==> src/slcr_pkg.sv <==
// Package for the serial link controller register core.
// Holds transfer payload types, the sequencer state type and window offsets.
// No dependencies.
package slcr_pkg;

  localparam int unsigned WINDOW_WORDS_DEF = 16384;
  localparam int unsigned PHY_DEPTH        = 16;
  localparam int unsigned PHY_IDX_W        = 4;

  localparam logic [15:0] OFS_NODE_ID   = 16'h8400;
  localparam logic [15:0] OFS_CTRL0     = 16'h8408;
  localparam logic [15:0] OFS_CTRL2     = 16'h8410;
  localparam logic [15:0] OFS_PHY       = 16'h8414;
  localparam logic [15:0] OFS_INT0      = 16'h8420;
  localparam logic [15:0] OFS_INT0_MASK = 16'h8424;
  localparam logic [15:0] OFS_INT1      = 16'h8428;
  localparam logic [15:0] OFS_INT2      = 16'h8430;
  localparam logic [15:0] OFS_LINK_ID   = 16'h847c;

  localparam logic [31:0] NODE_ID_WORD  = 32'hffc0_0001;
  localparam logic [31:0] LINK_ID_WORD  = 32'h1000_0001;
  localparam logic [31:0] PHY_WR_CLEAR  = 32'h4000_ffff;
  localparam logic [31:0] PHY_RD_FLAG   = 32'h8000_0000;
  localparam logic [31:0] PHY_WR_FLAG   = 32'h4000_0000;
  localparam logic [31:0] RX_IRQ_BIT    = 32'h4000_0000;
  localparam logic [31:0] CTRL0_DROP    = 32'h0080_0000;
  localparam logic [31:0] CTRL2_VALUE   = 32'h0000_0008;

  localparam logic ACT_READ  = 1'b0;
  localparam logic ACT_WRITE = 1'b1;

  typedef struct packed {
    logic        action;
    logic [15:0] offset;
    logic [31:0] write_data;
  } slcr_in_t;

  typedef struct packed {
    logic [31:0] read_data;
    logic        irq_pulse;
  } slcr_out_t;

  typedef struct packed {
    logic                 en;
    logic [PHY_IDX_W-1:0] idx;
    logic [7:0]           data;
  } slcr_phy_wr_t;

  typedef enum logic [1:0] {
    ST_CLEAR,
    ST_IDLE,
    ST_EXEC,
    ST_AUX
  } slcr_state_t;

endpackage

==> src/slcr_phy_bank.sv <==
// Bank of sixteen 8-bit PHY registers, cleared on reset.
// One write port, one combinational read port. Depends on slcr_pkg.
module slcr_phy_bank (
  input  logic                                clk,
  input  logic                                rst_n,
  input  slcr_pkg::slcr_phy_wr_t              wr,
  input  logic [slcr_pkg::PHY_IDX_W-1:0]      rd_idx,
  output logic [7:0]                          rd_data
);
  import slcr_pkg::*;

  logic [7:0] bank_r [PHY_DEPTH];

  always_ff @(posedge clk) begin
    if (!rst_n) begin
      for (int i = 0; i < PHY_DEPTH; i++) begin
        bank_r[i] <= '0;
      end
    end else if (wr.en) begin
      bank_r[wr.idx] <= wr.data;
    end
  end

  assign rd_data = bank_r[rd_idx];

endmodule

==> config.mk <==
export PLATFORM = sky130hd
export DESIGN_NAME = slcr_phy_bank
export DESIGN_NICKNAME = d
export VERILOG_FILES = /design/src/slcr_pkg.sv /design/src/slcr_phy_bank.sv
export SDC_FILE = /design/constraint.sdc
export NUM_CORES = 1
export LEC_CHECK = 0
export BUFFER_PORTS_ARGS = -buffer_cell sky130_fd_sc_hd__buf_4
export CORE_ASPECT_RATIO = 0.7
export CORE_MARGIN = 3
export CORE_UTILIZATION = 45
export DETAILED_ROUTE_END_ITERATION = 6
export MAX_ROUTING_LAYER = met4
export PLACE_DENSITY = 0.76
export SYNTH_ARGS = -nofsm -noshare
export SYNTH_HDL_FRONTEND = slang
export SYNTH_SLANG_ARGS = --single-unit
export TNS_END_PERCENT = 20
==> constraint.sdc <==
create_clock -name clk -period 1.6 [get_ports clk]
set_input_delay 0.08 -clock clk [delete_from_list [all_inputs] [get_ports clk]]
set_output_delay 0.08 -clock clk [all_outputs]
set_load 0.02 [all_outputs]
### Word level (Yosys, flattened, before mapping)

Memories as Yosys holds them, arrays and structs flattened.
Cells that the tools add are included.
Widths: inputs -> output; s select.

* eq/ne operators: 0
* add/sub/neg operators: 0
* multiply operators: 0
* reduce and logical (&&, ||, !) cells: 1
* divide/modulo/power cells: 0
* muxes and demuxes: 7
* $lt $le $gt $ge: 0
* shift-type cells: 0
* bitwise operators: 0

Operator list (number)
* $mux 8: 1
* $reduce_or 8->1: 1
* $mux 1: 5
* $mux 4: 1

* latch bits: 0
* memory bits (writable): 128
* word-level logic and storage cells: 9
* memory bits (read-only): 0
* memories kept: 1
* register bits: 0
* output and inout port bits: 8

Memory list
* bank_r: words 16, bits a word 8, read ports 1, clocked after memory_dff 0, write ports 16, RTL line slcr_phy_bank.sv:12 `logic [7:0] bank_r [PHY_DEPTH];`

### Logic depth before layout (Yosys ltp)

Gate-level depths: netlist of the first run.

* depth in word-level cells: 5
* mapped depth: 5
* depth with buffers taken out: 3

### Worst setup path after synthesis of the first run

No wires, ideal clock.

* kind: input-to-reg
* start point: input port rst_n
* end point: memory bank_r[5][0], enable pin
* stages on the path: 3
* required time: 1216 ps
* arrival time: 1127 ps
* slack: 89 ps
* cell sequence: buf_4 nand4b_1 o21ai_0

RTL lines
* start: declaration: RTL line slcr_phy_bank.sv:5 `input logic rst_n,`
* end: declaration: RTL line slcr_phy_bank.sv:12

### Worst setup path after layout of the first run

* start point: memory bank_r[1][0]
* end point: output port rd_data[0]

* word-level cells in the longest chain between the ends: 1

RTL lines
* $mem_v2 16x8
* end: declaration: RTL line slcr_phy_bank.sv:8 `output logic [7:0] rd_data`

Every way passes these cells.

==> results by group, run 1 <==
Run status
  • Run status: finished with violations
  • Violated checks: setup timing

Power and ir drop
  • Max rail drop VDD: 0.890 mV
  • LEAKAGE: 2.58 nW
  • Int Pwr: 6.48 mW
  • Final Power: 8.30 mW
  • Sw Share: 21.9%
  • Clock power share: 43.7%
  • Combinational share of power: 8.6%
  • Pwr Density: 1160 nW/µm²
  • Switch Pwr: 1.82 mW
  • Reg power frac: 47.6%

Yosys
  • Count leader, synth: and2_1
  • Synthesized flop and latch total: 128
  • Synth Area per Inst: 15.8 µm²
  • Mapped Area: 5930 µm²
  • Ranking of synthesized cells by area: edfxtp_1 (65%), and2_1 (14%), mux4_1 (7.1%)
  • Synth area leader: edfxtp_1
  • Net Count, Synth: 394
  • Post-synth top flop: edfxtp_1
  • Post-synth top area share: 64.8%
  • Top post-synthesis cells by count: and2_1 (129), edfxtp_1 (128), a22oi_1 (16), mux4_1 (16), mux4_2 (16)
  • Seq/Total Area, Yosys: 64.8%
  • Synth unique cells: 21
  • Ys async rst share: 0%
  • Yosys warning count: 0
  • Number of flops mapped to enable cells by yosys: 128
  • Syn Inst Count: 375

Clock tree
  • H-tree levels: 4
  • Clock Path Buffers: 2
  • CTS tree: built
  • Sink Count: 128
  • Clock slew at reported path FFs: 0.06 ns
  • CTS Root Cell: clkbuf_16
  • Post-CTS Setup Inserts: 0
  • Number of CTS-inserted buffers: 17

Hold path
  • Hold Path Sink: bank_r[14][6]
  • Hold Path Class: primary input to flip-flop
  • Hold depth: 2
  • Hold path startpoint: wr[6]

Detailed routing
  • Via count: 3519
  • WL met3: 1250 µm
  • Post-route DRC: 0
  • Routed len/inst: 22.6 µm
  • Top Layer Used: met4
  • Violation count after the first detailed-route iteration: 349
  • Routed met1 length: 6600 µm
  • Metal2 WL: 5940 µm
  • Remaining antenna violation count: 0
  • Drt pass-1 iters: 5
  • WL final: 13900 µm
  • Avg Vias per Cell: 5.70

Critical path
  • Startpoint types: flip-flop
  • Critical Path End Type: output port
  • Worst Path Class, Setup: flip-flop to output port
  • CP arrival: 1.75 ns
  • CP max stage cell: mux4_2
  • WP data required: 1.52 ns
  • Largest fanout on the critical path: 1
  • Biggest cell delay along the critical path: 0.48 ns
  • Critical path, cell by cell: mux4_2, a22oi_2, nand2_2, buf_6

Floorplanning
  • Initial core utilization: 47.0%
  • Die height: 102 µm
  • Core area: 12600 µm²
  • DIE AREA: 14600 µm²
  • FP Rows: 34
  • Die W: 143 µm
  • Boundary pin count: 27

Global routing
  • Gr ovfl total: 0
  • Number of antenna violations at the first check in global routing: 0
  • Largest net degree at the start of global routing: 21
  • Vias in the first global route: 3633
  • First-pass GRT wire length: 21400 µm
  • Gr usage total: 21.3%

Placement
  • IO buf count: 26
  • Pre-CTS WS: 0.0181 ns
  • Placer Congestion: 0.951
  • Final HPWL DP: 9770 µm

Timing
  • RSZ-0062 raised after global routing: yes
  • Max Fclk: 546 MHz
  • Worst setup margin: -0.233 ns
  • Hold Vio Cnt, Final: 0
  • Max-slew violation count: 0
  • Relative slew margins: 33.8%
  • Final period util: 115%
  • Fin Setup TNS: -1.61 ns
  • Tightest Pin Transition: 0.991 ns
  • Post-route minimum period: 1.83 ns
  • Worst Hold Margin: 0.0831 ns
  • Final number of setup-violating endpoints: 8

Layout
  • Layout cell share with drive strength beyond 1: 31.6%
  • Final Net Count: 462
  • Diodes inserted: 0
  • Reg with most FFs: bank_r
  • Top Registers: bank_r x128
  • Post-Route Utilization: 56.6%
  • Max FFs per register: 128
  • Synth-to-Final Area Change: 20.6%

Job
  • MaxCap Viol Count: 0
[final cells by class]
type,count,area (µm²)
clock inverters,11,116
well taps,162,203
clock buffers,20,437
multi-input cells,227,1980
fillers,994,5480
repair buffers,69,574
flip-flops and latches,128,3840
[power by group through the flow]
stage               combinational (mW)  sequential (mW)  clock [mW]
finish                           0.717             3.95        3.63
detailed placement               0.654             4.01           0
CTS                              0.706             3.95        3.69
global placement                 0.638             4.00           0
global route                     0.766             3.97        3.83
floorplan                        0.380             3.97           0
[stage by stage]
step / instance area (µm²) / std cells
after floorplan: 5930 / 375
after global placement: 6560 / 586
after detailed placement: 6560 / 586
after CTS: 7140 / 617
after global routing: 7150 / 617
final: 7150 / 617
[how the worst max path moves through the flow]
stage                              from  slack [ns]  cells after the start      endpoint
final                      bank_r[1][0]       -0.23                      4    rd_data[0]
after floorplan                   rst_n        0.09                      3  bank_r[5][0]
after CTS                  bank_r[1][0]       -0.25                      4    rd_data[0]
after global placement        rd_idx[0]        0.04                      6    rd_data[2]
after detailed placement      rd_idx[0]        0.02                      6    rd_data[0]
after global routing      bank_r[15][0]       -0.30                      4    rd_data[0]
[per-layer routing]
metal | vias to the layer above | GRT usage [%]
li1 | 1550 | -
met1 | 1793 | 31.9
met2 | 161 | 28.6
met3 | 15 | 5.47
met4 | 0 | 6.73
met5 | - | -
[critical path: cells and delay by family, from the launching register on]
family	cells	cell delay, ns
simple gates	1	0.10
flops	1	0.43
compound gates	1	0.19
buf+inv	1	0.14
mux	1	0.48
[timing repair]
action,4_1_cts,5_1_grt
endpoints found under the setup margin,8,8
pin swaps,11,10
resized for setup,30,7
hold buffers,0,0
[cells in the final DEF (no fill, tap or decap), types with 3 or more instances in the layout]
cell	instances
a22oi_1	3
a22oi_2	13
and2_1	129
buf_12	3
buf_4	61
buf_6	5
clkbuf_1	3
clkbuf_16	17
clkinv_2	3
edfxtp_1	128
mux4_2	31
nand2_1	5
nand2_2	4
nand2b_1	6
nor2_1	13
nor3_1	3
o21ai_0	12
[cell families (layout without fill, tap and decap cells)]
| family | after synthesis | after routing | share of synthesized area [%] |
|---|---|---|---|
| simple gates | 167 | 167 | 16.9 |
| buf+inv | 20 | 100 | 2.15 |
| compound gates | 28 | 28 | 3.04 |
| flops | 128 | 128 | 64.8 |
| mux | 32 | 32 | 13.2 |
Note: power is estimated with default switching activity, not from simulation.
==> run 2, diff against run 1 <==
PLACE_DENSITY = 0.73   (was 0.76)
clock period = 2.1 ns   (was 1.6 ns; I/O delays follow)
==> run 2 against run 1 <==
Against the previous run: the flow now finishes without violations; worst setup slack better by 0.33 ns; clock-buffer cell count is 1 higher; critical path depth stayed put; highest routed layer unchanged; via count is 1.6% lower; sequential share of layout area is 1.6 points higher; first-iteration DRC count is 16% lower.
==> results by group, run 2 (synthesized netlist as in run 1, its figures left out) <==
Critical path
  • Critical path, cell by cell: mux4_1, a22oi_1, nand2_1, buf_4
  • WP data required: 2.00 ns
  • CP max stage cell: mux4_1
  • Startpoint types: flip-flop
  • Worst Path Class, Setup: flip-flop to output port
  • Biggest cell delay along the critical path: 0.59 ns
  • CP arrival: 1.89 ns
  • Largest fanout on the critical path: 1
  • Critical Path End Type: output port

Clock tree
  • CTS Hold Bufs: 0
  • Number of CTS-inserted buffers: 17
  • CTS Root Cell: clkbuf_16
  • Clock Path Buffers: 2
  • Sink Count: 128
  • Clock slew at reported path FFs: 0.05 ns
  • H-tree levels: 4
  • CTS tree: built

Global routing
  • Gr ovfl total: 0
  • Vias in the first global route: 3489
  • Largest net degree at the start of global routing: 28
  • Gr usage total: 21.0%
  • Number of antenna violations at the first check in global routing: 0
  • First-pass GRT wire length: 21000 µm

Detailed routing
  • Avg Vias per Cell: 5.78
  • Post-route DRC: 0
  • WL final: 13600 µm
  • Metal2 WL: 5720 µm
  • Via count: 3463
  • Top Layer Used: met4
  • Routed len/inst: 22.7 µm
  • Drt pass-1 iters: 5
  • Routed met1 length: 6430 µm
  • Remaining antenna violation count: 0
  • WL met3: 1320 µm
  • Violation count after the first detailed-route iteration: 294

Timing
  • Max-slew violation count: 0
  • Relative slew margins: 56.9%
  • Hold Vio Cnt, Final: 0
  • Fin Setup TNS: 0 ns
  • Max Fclk: 500 MHz
  • Final number of setup-violating endpoints: 0
  • Tightest Pin Transition: 0.645 ns
  • RSZ-0062 raised after global routing: no
  • Post-route minimum period: 2.00 ns
  • Final period util: 95.2%

Floorplanning
  • Boundary pin count: 27
  • Initial core utilization: 47.0%
  • Die height: 102 µm
  • FP Rows: 34
  • Die W: 143 µm
  • DIE AREA: 14600 µm²
  • Core area: 12600 µm²

Placement
  • Placed cells: 568
  • Final HPWL DP: 9500 µm
  • IO buf count: 26
  • Placer Congestion: 0.853

Power and ir drop
  • Int Pwr: 4.88 mW
  • Clock power share: 43.6%
  • Switch Pwr: 1.32 mW
  • Sw Share: 21.3%
  • LEAKAGE: 2.53 nW
  • Max rail drop VDD: 0.571 mV
  • Pwr Density: 894 nW/µm²
  • Final Power: 6.20 mW
  • Reg power frac: 48.4%
  • Combinational share of power: 8.0%

Layout
  • Top Registers: bank_r x128
  • Fillers: 1009
  • Post-Route Utilization: 55.0%
  • Synth-to-Final Area Change: 17.0%
  • Final Net Count: 444
  • Diodes inserted: 0
  • Max FFs per register: 128
  • Reg with most FFs: bank_r
  • Layout cell share with drive strength beyond 1: 21.1%
  • Commonest non-fill, non-tap cell in the layout: and2_1
  • Fin cells: 599
  • Most frequent cells in the layout: and2_1 (129), edfxtp_1 (128), buf_4 (50)

Job
  • MaxCap Viol Count: 0

Hold path
  • Hold Path Sink: bank_r[15][1]
  • Hold Path Class: primary input to flip-flop
  • Hold depth: 2
  • Hold path startpoint: wr[1]

Run status
  • Run status: finished clean
## run 2: cell types whose count changed in the layout (fill, tap and decap cells not counted), moves of 4 or more
cell     previous run  this run
buf_6               5         0
mux4_1              1        16
mux4_2             31        16
buf_4              61        50
a22oi_2            13         1
a22oi_1             3        15
nand2_1             5         9
nand2_2             4         0
## run 2: final cells by class
type | instances | area, µm² | area share, %
Clock buffer | 21 | 440 | 6.34
Clock inverter | 10 | 95.1 | 1.37
Multi-Input combinational cell | 227 | 1970 | 28.3
Sequential cell | 128 | 3840 | 55.4
Tap cell | 162 | 203 | 2.92
Timing Repair Buffer | 51 | 395 | 5.69
## run 2: power groups by stage
stage	Sequential [mW]	Clock (mW)	Combinational, mW
floorplan	3.03	0	0.290
global placement	3.05	0	0.480
detailed placement	3.05	0	0.489
CTS	3.00	2.73	0.492
global route	3.01	2.86	0.530
finish	3.00	2.71	0.497
## run 2: stage by stage
stage / instance area, µm² / hold WS [ns] / setup WS [ns]
after floorplan: 5930 / 0.303 / 0.564
after global placement: 6400 / 0.530 / 0.378
after detailed placement: 6400 / 0.538 / 0.350
after CTS: 6940 / 0.103 / 0.0889
after global routing: 6940 / 0.124 / 0.0345
final: 6940 / 0.120 / 0.101
## run 2: worst max-delay path by stage
stage	start	to	slack [ns]	cells past startpoint
floorplan	rst_n	bank_r[5][0]	0.56	3
global placement	rd_idx[0]	rd_data[2]	0.38	6
detailed placement	rd_idx[0]	rd_data[3]	0.35	6
CTS	bank_r[9][4]	rd_data[4]	0.09	4
global route	bank_r[1][0]	rd_data[0]	0.03	4
finish	bank_r[2][0]	rd_data[0]	0.10	4
## run 2: worst max-delay path, delay by kind of cell, from the launching register on
| family | cells | cell delay (ns) |
|---|---|---|
| muxes | 1 | 0.59 |
| buffers and inverters | 1 | 0.17 |
| AOI/OAI and AO/OA | 1 | 0.23 |
| and+or+nand+nor | 1 | 0.09 |
| DFF | 1 | 0.41 |
## run 2: repair_timing
item / in CTS / in global routing
gates resized for setup: 0 / 1
setup endpoints to repair: 0 / 1
setup buffers: 0 / 0
## run 2: layer usage
metal | global-route usage (%) | up-vias
li1 | - | 1524
met1 | 31.1 | 1775
met2 | 27.4 | 156
met3 | 8.28 | 8
met4 | 4.34 | 0
met5 | - | -
